### config.mk
export PLATFORM = sky130hd
export DESIGN_NAME = nmea_speed_field_extractor_unit
export DESIGN_NICKNAME = d
export VERILOG_FILES = /design/src/design/nsfe_pkg.sv /design/src/design/nsfe_line_parser.sv /design/src/design/nmea_speed_field_extractor_unit.sv
export SDC_FILE = /design/constraint.sdc
export NUM_CORES = 1
export LEC_CHECK = 0
export ABC_AREA = 1
export BUFFER_PORTS_ARGS = -buffer_cell sky130_fd_sc_hd__clkbuf_2
export CAP_MARGIN = 10
export CORE_ASPECT_RATIO = 1.4
export CORE_MARGIN = 5
export CORE_UTILIZATION = 32
export DETAILED_ROUTE_END_ITERATION = 7
export PLACE_DENSITY = 0.58
export SYNTH_ARGS = -nofsm -noshare
export SYNTH_HDL_FRONTEND = slang
export SYNTH_SLANG_ARGS = --single-unit
### constraint.sdc
create_clock -name clock -period 5.1 [get_ports clock]
set_clock_uncertainty 0.2 [all_clocks]
set_input_delay 0.51 -clock clock [delete_from_list [all_inputs] [get_ports clock]]
set_output_delay 0.51 -clock clock [all_outputs]
set_load 0.005 [all_outputs]
### src/design/nsfe_pkg.sv
// Package for the sentence speed field extractor.
// Holds character codes, default sizes, the configuration reset value and the result type.
// No dependencies.
package nsfe_pkg;

   // Default sizes of the line and field windows
   localparam int LINE_MAX_DEFAULT  = 127;
   localparam int FIELD_MAX_DEFAULT = 15;

   // Widths of the fixed fields
   localparam int RX_BYTE_W      = 8;
   localparam int FIELD_NUMBER_W = 4;
   localparam int SPEED_W        = 32;
   localparam int COMMA_COUNT_W  = 5;
   localparam int FRAC_DIGITS_W  = 2;

   // Reset value of the field number register
   localparam logic [FIELD_NUMBER_W-1:0] FIELD_NUMBER_RESET = 4'd7;

   // Character codes
   localparam logic [RX_BYTE_W-1:0] CHAR_LF    = 8'h0A;
   localparam logic [RX_BYTE_W-1:0] CHAR_CR    = 8'h0D;
   localparam logic [RX_BYTE_W-1:0] CHAR_COMMA = 8'h2C;
   localparam logic [RX_BYTE_W-1:0] CHAR_POINT = 8'h2E;
   localparam logic [RX_BYTE_W-1:0] CHAR_ZERO  = 8'h30;
   localparam logic [RX_BYTE_W-1:0] CHAR_NINE  = 8'h39;

   // Saturation limits
   localparam logic [SPEED_W-1:0]       VALUE_MAX       = 32'hFFFF_FFFF;
   localparam logic [COMMA_COUNT_W-1:0] COMMA_COUNT_MAX = 5'd31;

   // Fraction digit positions
   localparam logic [FRAC_DIGITS_W-1:0] FRAC_TENTHS     = 2'd0;
   localparam logic [FRAC_DIGITS_W-1:0] FRAC_HUNDREDTHS = 2'd1;
   localparam logic [FRAC_DIGITS_W-1:0] FRAC_ROUNDING   = 2'd2;
   localparam logic [FRAC_DIGITS_W-1:0] FRAC_DONE       = 2'd3;

   // One line result
   typedef struct packed {
      logic               saturated;
      logic               field_present;
      logic [SPEED_W-1:0] speed_centi;
   } nsfe_result_type;

endpackage

### src/design/nsfe_line_parser.sv
// Line state and on-the-fly decimal converter of the sentence speed field extractor.
// Updates the line state for one byte per step and presents the line result.
// Depends on nsfe_pkg.
module nsfe_line_parser #(
   parameter int LINE_MAX  = nsfe_pkg::LINE_MAX_DEFAULT,
   parameter int FIELD_MAX = nsfe_pkg::FIELD_MAX_DEFAULT
) (
   input  logic                                 clock,
   input  logic                                 reset,
   input  logic                                 step,
   input  logic [nsfe_pkg::RX_BYTE_W-1:0]       rx_byte,
   input  logic [nsfe_pkg::FIELD_NUMBER_W-1:0]  field_number,
   output logic                                 emit,
   output nsfe_pkg::nsfe_result_type            result
);
   import nsfe_pkg::*;

   localparam int LINE_W  = $clog2(LINE_MAX + 1);
   localparam int FIELD_W = $clog2(FIELD_MAX + 1);
   localparam int SUM_W   = SPEED_W + 4;

   logic [LINE_W-1:0]        line_length_ff, line_length_in;
   logic [COMMA_COUNT_W-1:0] comma_count_ff, comma_count_in;
   logic [FIELD_W-1:0]       field_length_ff, field_length_in;
   logic [SPEED_W-1:0]       value_ff, value_in;
   logic                     after_point_ff, after_point_in;
   logic [FRAC_DIGITS_W-1:0] frac_digits_ff, frac_digits_in;
   logic                     number_ended_ff, number_ended_in;
   logic                     overflow_ff, overflow_in;

   logic               is_lf, is_cr, is_comma, is_point, is_digit;
   logic [3:0]         digit;
   logic [SUM_W-1:0]   acc_wide;
   logic [SUM_W-1:0]   sum;
   logic               sum_used;
   logic               in_field;

   // Classify the byte
   assign is_lf    = (rx_byte == CHAR_LF);
   assign is_cr    = (rx_byte == CHAR_CR);
   assign is_comma = (rx_byte == CHAR_COMMA);
   assign is_point = (rx_byte == CHAR_POINT);
   assign is_digit = (rx_byte >= CHAR_ZERO) && (rx_byte <= CHAR_NINE);
   assign digit    = 4'(rx_byte - CHAR_ZERO);
   assign acc_wide = {4'd0, value_ff};
   assign in_field = (comma_count_ff == {1'b0, field_number}) &&
                     (field_length_ff < FIELD_W'(FIELD_MAX));

   // Candidate new value for a digit at the current position
   always_comb begin
      sum      = acc_wide;
      sum_used = 1'b1;
      if (!after_point_ff) begin
         sum = (acc_wide << 3) + (acc_wide << 1) + (SUM_W'(digit) * SUM_W'(100));
      end else begin
         case (frac_digits_ff)
            FRAC_TENTHS:     sum = acc_wide + (SUM_W'(digit) * SUM_W'(10));
            FRAC_HUNDREDTHS: sum = acc_wide + SUM_W'(digit);
            FRAC_ROUNDING:   sum = acc_wide + SUM_W'(digit >= 4'd5);
            default:         sum_used = 1'b0;
         endcase
      end
   end

   // Next line state
   always_comb begin
      line_length_in  = line_length_ff;
      comma_count_in  = comma_count_ff;
      field_length_in = field_length_ff;
      value_in        = value_ff;
      after_point_in  = after_point_ff;
      frac_digits_in  = frac_digits_ff;
      number_ended_in = number_ended_ff;
      overflow_in     = overflow_ff;
      if (step) begin
         if (is_lf) begin
            line_length_in  = '0;
            comma_count_in  = '0;
            field_length_in = '0;
            value_in        = '0;
            after_point_in  = 1'b0;
            frac_digits_in  = FRAC_TENTHS;
            number_ended_in = 1'b0;
            overflow_in     = 1'b0;
         end else if (!is_cr && (line_length_ff < LINE_W'(LINE_MAX))) begin
            line_length_in = line_length_ff + LINE_W'(1);
            if (is_comma) begin
               if (comma_count_ff < COMMA_COUNT_MAX) begin
                  comma_count_in = comma_count_ff + COMMA_COUNT_W'(1);
               end
            end else if (in_field) begin
               field_length_in = field_length_ff + FIELD_W'(1);
               if (!number_ended_ff) begin
                  if (is_digit) begin
                     if (sum_used) begin
                        if (sum[SUM_W-1:SPEED_W] != '0) begin
                           value_in    = VALUE_MAX;
                           overflow_in = 1'b1;
                        end else begin
                           value_in = sum[SPEED_W-1:0];
                        end
                        if (after_point_ff) begin
                           frac_digits_in = frac_digits_ff + FRAC_DIGITS_W'(1);
                        end
                     end
                  end else if (is_point && !after_point_ff) begin
                     after_point_in = 1'b1;
                  end else begin
                     number_ended_in = 1'b1;
                  end
               end
            end
         end
      end
   end

   // Hold the line state
   always_ff @(posedge clock) begin
      if (reset) begin
         line_length_ff  <= '0;
         comma_count_ff  <= '0;
         field_length_ff <= '0;
         value_ff        <= '0;
         after_point_ff  <= 1'b0;
         frac_digits_ff  <= FRAC_TENTHS;
         number_ended_ff <= 1'b0;
         overflow_ff     <= 1'b0;
      end else begin
         line_length_ff  <= line_length_in;
         comma_count_ff  <= comma_count_in;
         field_length_ff <= field_length_in;
         value_ff        <= value_in;
         after_point_ff  <= after_point_in;
         frac_digits_ff  <= frac_digits_in;
         number_ended_ff <= number_ended_in;
         overflow_ff     <= overflow_in;
      end
   end

   // Present the result of the line so far
   assign emit                 = step && is_lf;
   assign result.speed_centi   = value_ff;
   assign result.field_present = (comma_count_ff >= {1'b0, field_number});
   assign result.saturated     = overflow_ff;

   // A saturated value sits at the maximum
   a_sat_at_max: assert property (@(posedge clock) disable iff (reset)
      overflow_ff |-> (value_ff == VALUE_MAX))
      else $error("saturated value is not at maximum");

   // Fraction digits advance only after the point
   a_frac_after_point: assert property (@(posedge clock) disable iff (reset)
      !after_point_ff |-> (frac_digits_ff == FRAC_TENTHS))
      else $error("fraction digits counted before the point");

   // A line feed clears the line
   a_lf_clears: assert property (@(posedge clock) disable iff (reset)
      emit |=> (line_length_ff == '0) && (comma_count_ff == '0) && !overflow_ff)
      else $error("line state not cleared after line feed");

endmodule

### src/design/nmea_speed_field_extractor_unit.sv
// Top level of the sentence speed field extractor: byte input register, line parser
// and result register with stream handshakes, plus the field number register.
// Depends on nsfe_pkg and nsfe_line_parser.
//
// Takes one received character per transfer on req_ and gives one result per line
// feed on rsp_: the selected field's value in hundredths, a field-present flag and a
// saturation flag. One character is accepted every cycle while results are taken; an
// accepted line feed is loaded into the input register, and the line state and
// converter update then move into the result register once that register is free.
// A stalled result holds up further characters only once the input register is full.
// The field number register is to be written by the user on csr_ only between lines;
// the block does not enforce it. It resets to 7.
module nmea_speed_field_extractor_unit #(
   parameter int LINE_MAX  = nsfe_pkg::LINE_MAX_DEFAULT,
   parameter int FIELD_MAX = nsfe_pkg::FIELD_MAX_DEFAULT
) (
   input  logic                                clock,
   input  logic                                reset,
   // Input characters
   input  logic                                req_tvalid,
   output logic                                req_tready,
   input  logic [7:0]                          req_tdata,  // [7:0] rx_byte
   // Line results
   output logic                                rsp_tvalid,
   input  logic                                rsp_tready,
   output logic [31:0]                         rsp_tdata,  // [31:0] speed_centi
   output logic [1:0]                          rsp_tuser,  // [0] field_present, [1] saturated
   // Field number register
   input  logic                                csr_valid,
   output logic                                csr_ready,
   input  logic [nsfe_pkg::FIELD_NUMBER_W-1:0] csr_data
);
   import nsfe_pkg::*;

   logic                      byte_vld_ff, byte_vld_in;
   logic [RX_BYTE_W-1:0]      byte_ff, byte_in;
   logic [FIELD_NUMBER_W-1:0] field_number_ff, field_number_in;
   logic                      rsp_vld_ff, rsp_vld_in;
   nsfe_result_type           rsp_data_ff, rsp_data_in;

   logic            out_free;
   logic            step;
   logic            emit;
   nsfe_result_type result;

   // Process the held byte when the result register can take a result
   assign out_free   = !rsp_vld_ff || rsp_tready;
   assign step       = byte_vld_ff && out_free;
   assign req_tready = !byte_vld_ff || step;
   assign csr_ready  = 1'b1;

   // Advance the input register
   always_comb begin
      byte_vld_in = byte_vld_ff;
      byte_in     = byte_ff;
      if (req_tready) begin
         byte_vld_in = req_tvalid;
         byte_in     = req_tdata;
      end
   end

   // Load the field number
   assign field_number_in = csr_valid ? csr_data : field_number_ff;

   // Load or drain the result register
   always_comb begin
      rsp_vld_in  = rsp_vld_ff;
      rsp_data_in = rsp_data_ff;
      if (emit) begin
         rsp_vld_in  = 1'b1;
         rsp_data_in = result;
      end else if (rsp_tready) begin
         rsp_vld_in = 1'b0;
      end
   end

   always_ff @(posedge clock) begin
      if (reset) begin
         byte_vld_ff     <= 1'b0;
         rsp_vld_ff      <= 1'b0;
         field_number_ff <= FIELD_NUMBER_RESET;
      end else begin
         byte_vld_ff     <= byte_vld_in;
         rsp_vld_ff      <= rsp_vld_in;
         field_number_ff <= field_number_in;
      end
   end

   always_ff @(posedge clock) begin
      byte_ff     <= byte_in;
      rsp_data_ff <= rsp_data_in;
   end

   nsfe_line_parser #(
      .LINE_MAX  (LINE_MAX),
      .FIELD_MAX (FIELD_MAX)
   ) u_parser (
      .clock        (clock),
      .reset        (reset),
      .step         (step),
      .rx_byte      (byte_ff),
      .field_number (field_number_ff),
      .emit         (emit),
      .result       (result)
   );

   assign rsp_tvalid = rsp_vld_ff;
   assign rsp_tdata  = rsp_data_ff.speed_centi;
   assign rsp_tuser  = {rsp_data_ff.saturated, rsp_data_ff.field_present};

   // A processed line feed shows up as a result next cycle
   a_lf_to_result: assert property (@(posedge clock) disable iff (reset)
      (step && (byte_ff == CHAR_LF)) |=> rsp_tvalid)
      else $error("line feed did not produce a result");

   // Input stalls only when a byte waits behind a full result register
   a_stall_cause: assert property (@(posedge clock) disable iff (reset)
      !req_tready |-> (byte_vld_ff && rsp_vld_ff && !rsp_tready))
      else $error("input stalled without cause");

   // A result is never overwritten before it is taken
   a_no_overwrite: assert property (@(posedge clock) disable iff (reset)
      (rsp_vld_ff && !rsp_tready) |-> !emit)
      else $error("pending result overwritten");

endmodule

==> reports/qor.log, run 1 <==
INFO  synth          post_synth_most_frequent_cells=519 x nand2_1, 249 x inv_1, 167 x nand3_1, 150 x nor2_1, 100 x a21oi_1
INFO  pwr            power.leakage=0.00590µW
INFO  pwr            netSwitchingPower=459µW
INFO  clocking       hold_buffers=0
INFO  hold_path      worst_min_delay_path_category=in -> reg
INFO  die            die_area=35100µm²
INFO  critical_path  worst-path-max-fanout=19
INFO  detailed_routing post_drt_wl_per_cell=16.5µm
INFO  synth          biggest_area_consumer_among_synthesized_cells=nand2_1
INFO  hold_path      holdPathEnd=byte_ff[6]$_DFFE_PP_
INFO  sta            fin_crit_sh=93.0%
INFO  global_route   number_of_global_route_vias_before_repair=9994
INFO  run            max-cap-violations=0
INFO  place          placed_cells_incl_taps=2051
INFO  sta            final-max-slew-violation-count=0
INFO  synth          mappedNetlistArea=10100µm²
INFO  synth          ys_types=46
INFO  critical_path  setup.reg_to_reg.worst_slack=0.36ns
INFO  die            die_span_y=220µm
INFO  detailed_routing drtAntennaViolNets=0
INFO  pwr            power_frac_clock=41.9%
INFO  detailed_routing finalWirelength=34200µm
INFO  synth          synthMostInstantiatedCell=nand2_1
INFO  place          hpwlAfterDp=26900µm
INFO  synth          ys_async_sr_fraction=0%
INFO  synth          synth_cells=1616
INFO  sta            timing_hold_violations_final=0
INFO  cells_and_area area_growth_syn_to_layout=11.5%
INFO  clocking       clock-root-buffer=clkbuf_16
INFO  critical_path  cp_data_required_time=5.20ns
INFO  synth          yosysWarningCount=0
INFO  cells_and_area n_fill_cell=3349
INFO  clocking       number_of_buffers_inserted_during_clock_tree_synthesis=9
INFO  die            placeableCoreArea=30900µm²
INFO  synth          synth_nets=1741
INFO  global_route   grt_antenna_before_repair=0
INFO  synth          syn-mean-instance-area=6.22µm²
INFO  synth          synth_seq_area_share=24.3%
INFO  hold_path      min_delay_path_depth=1
INFO  cells_and_area layout.core_utilization=36.2%
INFO  clocking       tritoncts=built
INFO  die            placementRows=76
INFO  detailed_routing detail_route.iter0.violations=685
INFO  critical_path  timing.critical_path.from_type=flip-flop
INFO  run_status     result_of_the_run=completed
INFO  synth          synth_top_area_share=19.4%
INFO  sta            setup-tns-final=0ns
INFO  die            start_util=32.5%
INFO  global_route   grt_usage=19.2%
INFO  cells_and_area final_layout_size_suffix_gt1_share=8.81%
INFO  pwr            combPwrFrac=9.7%
INFO  pwr            seqPwrFrac=48.4%
INFO  pwr            p_int=1290µW
INFO  cells_and_area final-instance-count-excl-fill=2069
INFO  cells_and_area number_of_nets_in_the_layout=1799
INFO  critical_path  timing.setup.critical_path_class=reg -> reg
INFO  sta            fmaxAchievable=211MHz
INFO  global_route   grt_first_pass_wirelength=52800µm
INFO  place          place.gp.congestion=0.975
INFO  sta            slew-limit-headroom=50.7%
INFO  sta            period_minus_slack=4.74ns
INFO  detailed_routing routed_via_density=5.09
INFO  die            die_w=160µm
INFO  clocking       cts_sinks=101
INFO  cells_and_area multi_input_comb_area=6470µm²
INFO  clocking       cts_buffer_depth=2
INFO  synth          yosys_most_used_dff=dfxtp_1
INFO  hold_path      hp-start=req_tdata[6]
INFO  pwr            power_per_cell_area=156nW/µm²
INFO  critical_path  r2r-start=byte_ff[1]$_DFFE_PP_
INFO  cells_and_area sequential_cell_area=2440µm²
INFO  detailed_routing post-route-drc-count=0
INFO  place          portBuffers=52
INFO  critical_path  r2r_cells=26
INFO  critical_path  worst_ep_arrival_time=4.84ns
INFO  die            ioPinCount=54
INFO  cells_and_area antenna-diode-count=0
INFO  synth          ys_ff_latch=101
INFO  pwr            ir_worst_vdd=0.143mV
INFO  sta            finalSetupViolations=0
INFO  global_route   largest_net_degree_at_the_start_of_global_routing=42
INFO  clocking       latest_clock_arrival_within_the_worst_skew_pair=0.39ns
INFO  synth          ys_top_cells_by_area=nand2_1 19%, edfxtp_1 13%, ha_1 12%
INFO  critical_path  end_kind=flip-flop
INFO  synth          number_of_flops_mapped_to_enable_cells_by_yosys=42
INFO  detailed_routing vias=10529
INFO  sta            worst_slew_pin_slew=0.736ns
INFO  clocking       cts-htree-levels=3
INFO  detailed_routing detailedRoute.firstPassIterationCount=6
INFO  critical_path  worstReg2RegEnd=u_parser.value_ff[10]$_SDFFE_PP0P_
INFO  clocking       clk_pin_slew=0.08ns
INFO  global_route   grt.overflow.total=0
INFO  pwr            power.share.switching=26.3%
INFO  sta            rsz_0062_raised_after_global_routing=false
==> through the flow <==
| stage | cell area (µm²) | hold slack, ns | power, µW | setup slack [ns] |
|---|---|---|---|---|
| after global routing | 11200 | 0.0863 | 1830 | 0.0131 |
| after floorplan | 10100 | 0.209 | 982 | 0.617 |
| final | 11200 | 0.0987 | 1750 | 0.357 |
| after CTS | 11200 | 0.0765 | 1780 | 0.156 |
| after global placement | 10900 | 0.232 | 1030 | 0.328 |
| after detailed placement | 10900 | 0.228 | 1030 | 0.205 |
==> cells in the final DEF (no fill, tap or decap), drive strengths merged, types with 3 or more instances in the layout <==
master	synthesis	routed
ha	95	95
nand2	533	533
nand3	169	169
dfxtp	59	59
nor3	14	14
clkbuf	15	63
buf	21	31
nand4	21	21
xor2	4	4
xnor2	10	10
o21ai	58	58
or2	3	3
edfxtp	42	42
fa	13	13
nand3b	11	11
a21oi	110	110
nor3b	3	3
o21bai	4	4
clkinv	2	3
nor2	153	153
inv	256	260
==> critical path, stage by stage, from the launching register on <==
cell and delay, ns:
edfxtp_1 0.41, buf_4 0.20, ha_1 0.35, fa_2 0.42, a31o_2 0.26, xnor2_1 0.27, fa_1 0.47, inv_1 0.12
ha_4 0.23, nand2_1 0.07, nand2_1 0.06, nand2_1 0.06, nand2_1 0.06, a21oi_1 0.16, nand2_2 0.11, nand2_1 0.10
nand2_1 0.06, nand2_1 0.06, nand2_1 0.05, nand3_1 0.07, nand2_2 0.09, nand3_2 0.15, nand2_4 0.08, inv_4 0.14
buf_12 0.19, nand2_1 0.07, a21oi_1 0.13
==> cell families (layout without fill, tap and decap cells) <==
kind of cell | Yosys count | count (layout) | synth area share [%]
AO/OA/AOI/OAI | 184 | 184 | 9.97
buffers and inverters | 294 | 357 | 11.4
AND/OR/NAND/NOR | 914 | 914 | 38.6
flip-flops | 101 | 101 | 24.3
other | 1 | 1 | 0.0373
XOR/XNOR | 14 | 14 | 1.22
adder cells (fa/ha/maj) | 108 | 108 | 14.4
==> state kept, by name, summed over array words and instances, names as in the netlist, 4 cells and up <==
register / flops
u_parser.field_length_ff: 4
u_parser.line_length_ff: 7
rsp_tdata: 32
u_parser.value_ff: 32
byte_ff: 8
field_number_ff: 4
u_parser.comma_count_ff: 5
==> worst max-delay path by stage <==
| stage | to | depth (start not counted) | from |
|---|---|---|---|
| finish | u_parser.value_ff[10]$_SDFFE_PP0P_ | 26 | byte_ff[1]$_DFFE_PP_ |
| global placement | u_parser.value_ff[3]$_SDFFE_PP0P_ | 27 | byte_ff[1]$_DFFE_PP_ |
| floorplan | u_parser.value_ff[6]$_SDFFE_PP0P_ | 27 | byte_ff[1]$_DFFE_PP_ |
| CTS | u_parser.value_ff[10]$_SDFFE_PP0P_ | 27 | byte_ff[1]$_DFFE_PP_ |
| detailed placement | u_parser.value_ff[9]$_SDFFE_PP0P_ | 27 | byte_ff[1]$_DFFE_PP_ |
| global route | u_parser.value_ff[10]$_SDFFE_PP0P_ | 26 | byte_ff[1]$_DFFE_PP_ |
==> timing repair <==
action / CTS / global route
setup endpoints to repair: 0 / 32
buffers inserted: 0 / 2
resized for setup: 0 / 6
==> cell type report <==
class	instances	area share (%)
Sequential cell	101	21.8
Clock buffer	11	2.36
Inverter	258	8.68
Timing Repair Buffer	83	4.58
Tap cell	390	4.36
Multi-Input combinational cell	1221	57.8
Clock inverter	5	0.424
==> layer usage <==
metal	vias up	GRT usage, %	share of wire, %
met5	-	0	0
met4	0	10.7	6.2
li1	5285	-	-
met3	109	2.17	4.2
met1	4828	20.2	38
met2	307	37.1	52
==> power groups by stage <==
| stage | Combinational, µW | Sequential (µW) | Clock (µW) |
|---|---|---|---|
| finish | 170 | 846 | 732 |
| global route | 193 | 847 | 785 |
| CTS | 166 | 846 | 766 |
| detailed placement | 165 | 865 | 0 |
| global placement | 162 | 865 | 0 |
| floorplan | 115 | 866 | 0 |
Note: power is estimated with default switching activity, not from simulation.
==> inputs of run 2 (changes only) <==
--- a/config.mk
+++ b/config.mk
@@ -12,7 +12,6 @@
 export CORE_MARGIN = 5
 export CORE_UTILIZATION = 32
 export DETAILED_ROUTE_END_ITERATION = 7
-export PLACE_DENSITY = 0.58
 export SYNTH_ARGS = -nofsm -noshare
 export SYNTH_HDL_FRONTEND = slang
 export SYNTH_SLANG_ARGS = --single-unit
==> reports/qor.log, run 2 (synthesized netlist as in run 1, its figures left out) <==
INFO  sta            final-max-slew-violation-count=0 [unchanged]
INFO  cells_and_area area_growth_syn_to_layout=11.0%
INFO  detailed_routing detailedRoute.firstPassIterationCount=5 [-1]
INFO  place          portBuffers=52 [unchanged]
INFO  global_route   grt_usage=19.3% [+0.060 points]
INFO  die            start_util=32.5% [unchanged]
INFO  pwr            power_per_cell_area=154nW/µm² [-1.6%]
INFO  detailed_routing finalWirelength=33900µm [-0.92%]
INFO  place          place.gp.congestion=1.01 [+3.1%]
INFO  critical_path  setup.reg_to_reg.worst_slack=0.33ns [-0.03 ns]
INFO  critical_path  worst_ep_arrival_time=4.86ns [+0.02 ns]
INFO  clocking       cts-htree-levels=3 [unchanged]
INFO  clocking       tritoncts=built
INFO  pwr            p_int=1250µW [-3.2%]
INFO  cells_and_area final_layout_size_suffix_gt1_share=8.49% [-0.33 points]
INFO  detailed_routing drtAntennaViolNets=0 [unchanged]
INFO  clocking       post-cts-setup-buffers=0 [unchanged]
INFO  sta            fin_hold_ws=0.103ns [+0.00420 ns]
INFO  sta            finalSetupViolations=0 [unchanged]
INFO  sta            rsz_0062_raised_after_global_routing=false
INFO  global_route   grt_first_pass_wirelength=52900µm [+0.22%]
INFO  detailed_routing post-route-drc-count=0 [unchanged]
INFO  pwr            seqPwrFrac=49.4% [+1.0 points]
INFO  sta            setup-tns-final=0ns [unchanged]
INFO  critical_path  cp_data_required_time=5.19ns [about the same]
INFO  sta            timing_hold_violations_final=0 [unchanged]
INFO  detailed_routing vias=10404 [-1.2%]
INFO  cells_and_area sequential_cell_area=2440µm² [unchanged]
INFO  cells_and_area antenna-diode-count=0 [unchanged]
INFO  hold_path      worst_min_delay_path_category=in -> reg
INFO  pwr            netSwitchingPower=465µW [+1.2%]
INFO  sta            worst_slew_pin_slew=0.835ns [+0.0981 ns]
INFO  global_route   largest_net_degree_at_the_start_of_global_routing=42 [unchanged]
INFO  sta            period_minus_slack=4.77ns [+0.0252 ns]
INFO  detailed_routing detail_route.iter0.violations=691 [+0.88%]
INFO  cells_and_area layout.core_utilization=36.1% [-0.15 points]
INFO  pwr            power.leakage=0.00587µW [-0.54%]
INFO  global_route   number_of_global_route_vias_before_repair=10090 [+0.96%]
INFO  critical_path  timing.setup.critical_path_class=reg -> reg
INFO  pwr            power_frac_clock=40.8% [-1.1 points]
INFO  die            die_area=35100µm² [unchanged]
INFO  clocking       clk_pin_slew=0.08ns [about the same]
INFO  clocking       latest_clock_arrival_within_the_worst_skew_pair=0.38ns [about the same]
INFO  die            ioPinCount=54 [unchanged]
INFO  pwr            ir_worst_vdd=0.149mV [+3.8%]
INFO  detailed_routing routed_via_density=5.04 [-0.90%]
INFO  cells_and_area n_fill_cell=3351 [+0.060%]
INFO  sta            fmaxAchievable=210MHz [-0.53%]
INFO  cells_and_area layout_common_cells=519 x nand2_1, 248 x inv_1, 167 x nand3_1
INFO  critical_path  worst-path-max-fanout=18 [-1]
INFO  place          hpwlAfterDp=26700µm [-0.64%]
INFO  sta            slew-limit-headroom=44.3% [-6.4 points]
INFO  run            max-cap-violations=0 [unchanged]
INFO  cells_and_area layout_commonest_cell=nand2_1
INFO  critical_path  end_kind=flip-flop
INFO  clocking       hold_buffers=0 [unchanged]
INFO  clocking       cts.repair.resized=0 [unchanged]
INFO  die            die_w=160µm [unchanged]
INFO  clocking       clock-root-buffer=clkbuf_16
INFO  clocking       number_of_buffers_inserted_during_clock_tree_synthesis=9 [unchanged]
INFO  clocking       cts_sinks=101 [unchanged]
INFO  run_status     result_of_the_run=completed
INFO  pwr            combPwrFrac=9.8% [about the same]
INFO  global_route   grt_antenna_before_repair=0 [unchanged]
INFO  die            placementRows=76 [unchanged]
INFO  die            placeableCoreArea=30900µm² [unchanged]
INFO  die            die_span_y=220µm [unchanged]
INFO  cells_and_area multi_input_comb_area=6480µm² [about the same]
INFO  pwr            power.share.switching=27.1% [+0.86 points]
INFO  global_route   grt.overflow.total=0 [unchanged]
INFO  clocking       cts_buffer_depth=2 [unchanged]
INFO  critical_path  timing.critical_path.from_type=flip-flop
INFO  sta            fin_crit_sh=93.5% [+0.49 points]
INFO  cells_and_area number_of_nets_in_the_layout=1793 [-0.33%]
INFO  detailed_routing post_drt_wl_per_cell=16.4µm [-0.63%]
## run 2: layer usage
metal | routed length, µm | global-route usage [%] | vias up | share of wire, %
met3 | 1240 | 2.45 | 101 | 3.7
met5 | 0 | 0 | - | 0
met4 | 2170 | 12.4 | 0 | 6.4
li1 | - | - | 5285 | -
met1 | 13000 | 19.8 | 4761 | 38
met2 | 17500 | 36.7 | 257 | 52
## run 2: final timing paths
check,start,end,cells after the start
setup / recovery,byte_ff[0]$_DFFE_PP_,u_parser.value_ff[11]$_SDFFE_PP0P_,26
setup reg to reg,byte_ff[0]$_DFFE_PP_,u_parser.value_ff[11]$_SDFFE_PP0P_,26
hold / removal,req_tdata[7],byte_ff[7]$_DFFE_PP_,1
hold reg to reg,u_parser.overflow_ff$_SDFFE_PP0P_,rsp_tuser[1]$_DFFE_PP_,0
## run 2: power by group through the flow
stage          Combinational [µW]  Clock, µW  Sequential [µW]
5_1_grt                       188        750              848
4_1_cts                       165        724              847
6_report                      168        698              847
2_1_floorplan                 115          0              866
3_5_place_dp                  164          0              866
3_3_place_gp                  161          0              865
## run 2: layout make-up
class | instances | area share, %
clock inverter | 7 | 0.594
tap | 390 | 4.37
timing repair buffer | 77 | 4.30
inverter | 258 | 8.74
clock buffer | 9 | 2.02
sequential | 101 | 21.9
multi-input combinational | 1221 | 58.1
## run 2: worst max-delay path: stages (launching register included)
cell and delay [ns]:
edfxtp_1 0.39, inv_1 0.12, ha_1 0.26, ha_1 0.24, fa_1 0.41, xnor2_1 0.31
fa_1 0.48, inv_1 0.07, ha_1 0.27, nand2_1 0.18, inv_1 0.06, a21oi_1 0.13
nand2_1 0.14, nand2_1 0.11, nand2_2 0.10, nand2_1 0.10, nand2_1 0.05, nand2_1 0.07
nand2_1 0.05, nand3_1 0.09, nand2_2 0.08, nand3_2 0.14, nand2_4 0.09, inv_6 0.15
buf_12 0.18, nand2_1 0.08, a21oi_1 0.13
## run 2: stage by stage
step	instances	setup slack [ns]	instance area, µm²	power, µW
after floorplan	1616	0.617	10100	982
after CTS	2063	0.0970	11100	1740
after global routing	2063	0.0191	11200	1790
after global placement	2047	0.301	10800	1030
final	2063	0.332	11200	1710
after detailed placement	2047	0.141	10800	1030
==> inputs of run 3 (changes only) <==
--- a/config.mk
+++ b/config.mk
@@ -12,6 +12,8 @@
 export CORE_MARGIN = 5
 export CORE_UTILIZATION = 32
 export DETAILED_ROUTE_END_ITERATION = 7
+export REMOVE_ABC_BUFFERS = 1
+export SETUP_SLACK_MARGIN = 0.2
 export SYNTH_ARGS = -nofsm -noshare
 export SYNTH_HDL_FRONTEND = slang
 export SYNTH_SLANG_ARGS = --single-unit
==> reports/qor.log, run 3 (synthesized netlist as in run 1, its figures left out) <==
INFO  critical_path  worst-path-max-fanout=16 [-2]
INFO  die            die_w=160µm [unchanged]
INFO  pwr            ir_worst_vdd=0.139mV [-6.5%]
INFO  clocking       tritoncts=built
INFO  die            start_util=32.5% [unchanged]
INFO  die            die_area=35100µm² [unchanged]
INFO  clocking       cts-htree-levels=3 [unchanged]
INFO  pwr            seqPwrFrac=49.7% [+0.3 points]
INFO  die            placementRows=76 [unchanged]
INFO  critical_path  end_kind=flip-flop
INFO  detailed_routing vias=10423 [+0.18%]
INFO  cells_and_area layout_commonest_cell=nand2_1
INFO  cells_and_area n_fill_cell=3355 [+0.12%]
INFO  detailed_routing post_drt_wl_per_cell=16.3µm [-0.62%]
INFO  cells_and_area layout_common_cells=515 x nand2_1, 246 x inv_1, 167 x nand3_1
INFO  sta            final-max-slew-violation-count=0 [unchanged]
INFO  sta            slew-limit-headroom=24.2% [-20 points]
INFO  die            ioPinCount=54 [unchanged]
INFO  run            max-cap-violations=0 [unchanged]
INFO  sta            fin_crit_sh=91.4% [-2.1 points]
INFO  critical_path  timing.setup.critical_path_class=reg -> reg
INFO  cells_and_area final_layout_size_suffix_gt1_share=9.31% [+0.82 points]
INFO  critical_path  worst_ep_arrival_time=4.68ns [-0.18 ns]
INFO  global_route   grt_first_pass_wirelength=53100µm [+0.33%]
INFO  hold_path      min_delay_path_depth=1 [unchanged]
INFO  detailed_routing finalWirelength=33700µm [-0.48%]
INFO  sta            finalSetupViolations=0 [unchanged]
INFO  cells_and_area layout.core_utilization=36.4% [+0.31 points]
INFO  cells_and_area sequential_cell_area=2440µm² [unchanged]
INFO  place          placement.setup.worst_slack=0.192ns [+0.0515 ns]
INFO  sta            fin_hold_ws=0.124ns [+0.0214 ns]
INFO  clocking       clock-root-buffer=clkbuf_16
INFO  sta            fmaxAchievable=215MHz [+2.3%]
INFO  global_route   grt_usage=18.9% [-0.38 points]
INFO  detailed_routing detailedRoute.firstPassIterationCount=5 [unchanged]
INFO  critical_path  crit_path_frequent_cell=nand2_1
INFO  detailed_routing met1Wirelength=13100µm [+1.1%]
INFO  detailed_routing top_layer_used=met4
INFO  detailed_routing routed_via_density=5.05 [about the same]
INFO  die            die_span_y=220µm [unchanged]
INFO  critical_path  cp_data_required_time=5.13ns [-0.06 ns]
INFO  pwr            power.leakage=0.00590µW [+0.50%]
INFO  pwr            power_per_cell_area=151nW/µm² [-1.5%]
INFO  critical_path  r2r_cells=25 [-3.8%]
INFO  clocking       cts_buffer_depth=2 [unchanged]
INFO  clocking       number_of_buffers_inserted_during_clock_tree_synthesis=9 [unchanged]
INFO  hold_path      worst_min_delay_path_category=in -> reg
INFO  sta            period_minus_slack=4.66ns [-0.108 ns]
INFO  cells_and_area antenna-diode-count=0 [unchanged]
INFO  pwr            combPwrFrac=10.2% [+0.4 points]
INFO  sta            timing_hold_violations_final=0 [unchanged]
INFO  critical_path  setup.reg_to_reg.worst_slack=0.44ns [+0.11 ns]
INFO  cells_and_area number_of_nets_in_the_layout=1796 [+0.17%]
INFO  critical_path  slowest_delay=0.48ns [about the same]
INFO  pwr            design_power_total=1700µW [-0.65%]
INFO  pwr            netSwitchingPower=445µW [-4.2%]
INFO  place          place.gp.congestion=0.971 [-3.5%]
INFO  sta            final.setup.worst_slack=0.440ns [+0.108 ns]
INFO  pwr            power.share.switching=26.1% [-0.98 points]
INFO  global_route   grt_antenna_before_repair=0 [unchanged]
INFO  pwr            p_int=1260µW [+0.68%]
INFO  clocking       clk_pin_slew=0.07ns [about the same]
INFO  cells_and_area area_growth_syn_to_layout=11.9%
INFO  run_status     result_of_the_run=completed
INFO  critical_path  critPathSlowestCell=fa_1
INFO  sta            rsz_0062_raised_after_global_routing=false
INFO  cells_and_area multi_input_comb_area=6530µm² [+0.79%]
INFO  detailed_routing detail_route.iter0.violations=676 [-2.2%]
INFO  detailed_routing wl_met3=1410µm [+13%]
INFO  place          hpwlAfterDp=26800µm [+0.33%]
INFO  sta            worst_slew_pin_slew=1.13ns [+0.292 ns]
INFO  critical_path  timing.critical_path.from_type=flip-flop
INFO  global_route   number_of_global_route_vias_before_repair=10262 [+1.7%]
INFO  clocking       cts_sinks=101 [unchanged]
INFO  global_route   largest_net_degree_at_the_start_of_global_routing=42 [unchanged]
INFO  detailed_routing routed_length_on_met2=16500µm [-5.4%]
INFO  die            placeableCoreArea=30900µm² [unchanged]
INFO  pwr            power_frac_clock=40.1% [-0.7 points]
INFO  global_route   grt.overflow.total=0 [unchanged]
INFO  detailed_routing drtAntennaViolNets=0 [unchanged]
INFO  detailed_routing post-route-drc-count=0 [unchanged]
INFO  place          portBuffers=52 [unchanged]
INFO  clocking       hold_buffers=0 [unchanged]
INFO  clocking       latest_clock_arrival_within_the_worst_skew_pair=0.36ns [-0.02 ns]
-- run 3: final cells by class --
class	count	area share [%]
Multi-Input combinational cell	1221	58.1
Sequential cell	101	21.7
Tap cell	390	4.34
Clock inverter	6	0.400
Timing Repair Buffer	80	4.65
Inverter	258	8.73
Clock buffer	10	2.12
-- run 3: what timing repair did --
item | 4_1_cts | 5_1_grt
hold endpoints to repair | 0 | 0
cloned | 0 | 0
pin swaps | 0 | 6
buffers inserted | 0 | 6
setup endpoints to repair | 23 | 33
gates resized for setup | 2 | 29
-- run 3: layer usage --
| metal | vias up | track usage, % |
|---|---|---|
| met5 | - | 0 |
| met4 | 0 | 12.9 |
| met3 | 95 | 2.26 |
| met2 | 272 | 34.4 |
| met1 | 4772 | 20.5 |
| li1 | 5284 | - |
-- run 3: per-stage QoR --
step / instance area (µm²) / setup TNS (ns) / std cells
after floorplan: 9870 / -0.190 / 1580
after detailed placement: 10800 / 0 / 2044
after global placement: 10800 / 0 / 2044
after CTS: 11100 / 0 / 2060
final: 11300 / 0 / 2066
after global routing: 11300 / 0 / 2066
-- run 3: power groups by stage --
stage	sequential, µW	combinational, µW	clock (µW)
after floorplan	866	110	0
after global placement	865	165	0
after detailed placement	865	166	0
after CTS	846	167	708
after global routing	847	195	735
final	846	173	683
-- run 3: final timing paths --
| check | start | to |
|---|---|---|
| hold reg to reg | u_parser.overflow_ff$_SDFFE_PP0P_ | rsp_tuser[1]$_DFFE_PP_ |
| hold / removal | req_tdata[5] | byte_ff[5]$_DFFE_PP_ |
| setup reg to reg | byte_ff[0]$_DFFE_PP_ | u_parser.value_ff[8]$_SDFFE_PP0P_ |
| setup / recovery | byte_ff[0]$_DFFE_PP_ | u_parser.value_ff[8]$_SDFFE_PP0P_ |
-- run 3: critical path, delay by kind of cell (launching register included) --
family          cells  cell delay, ns
compound gates      2            0.32
xor+xnor            1            0.14
fa+ha+maj           5            1.65
buf+inv             4            0.41
flops               1            0.43
simple gates       13            1.36
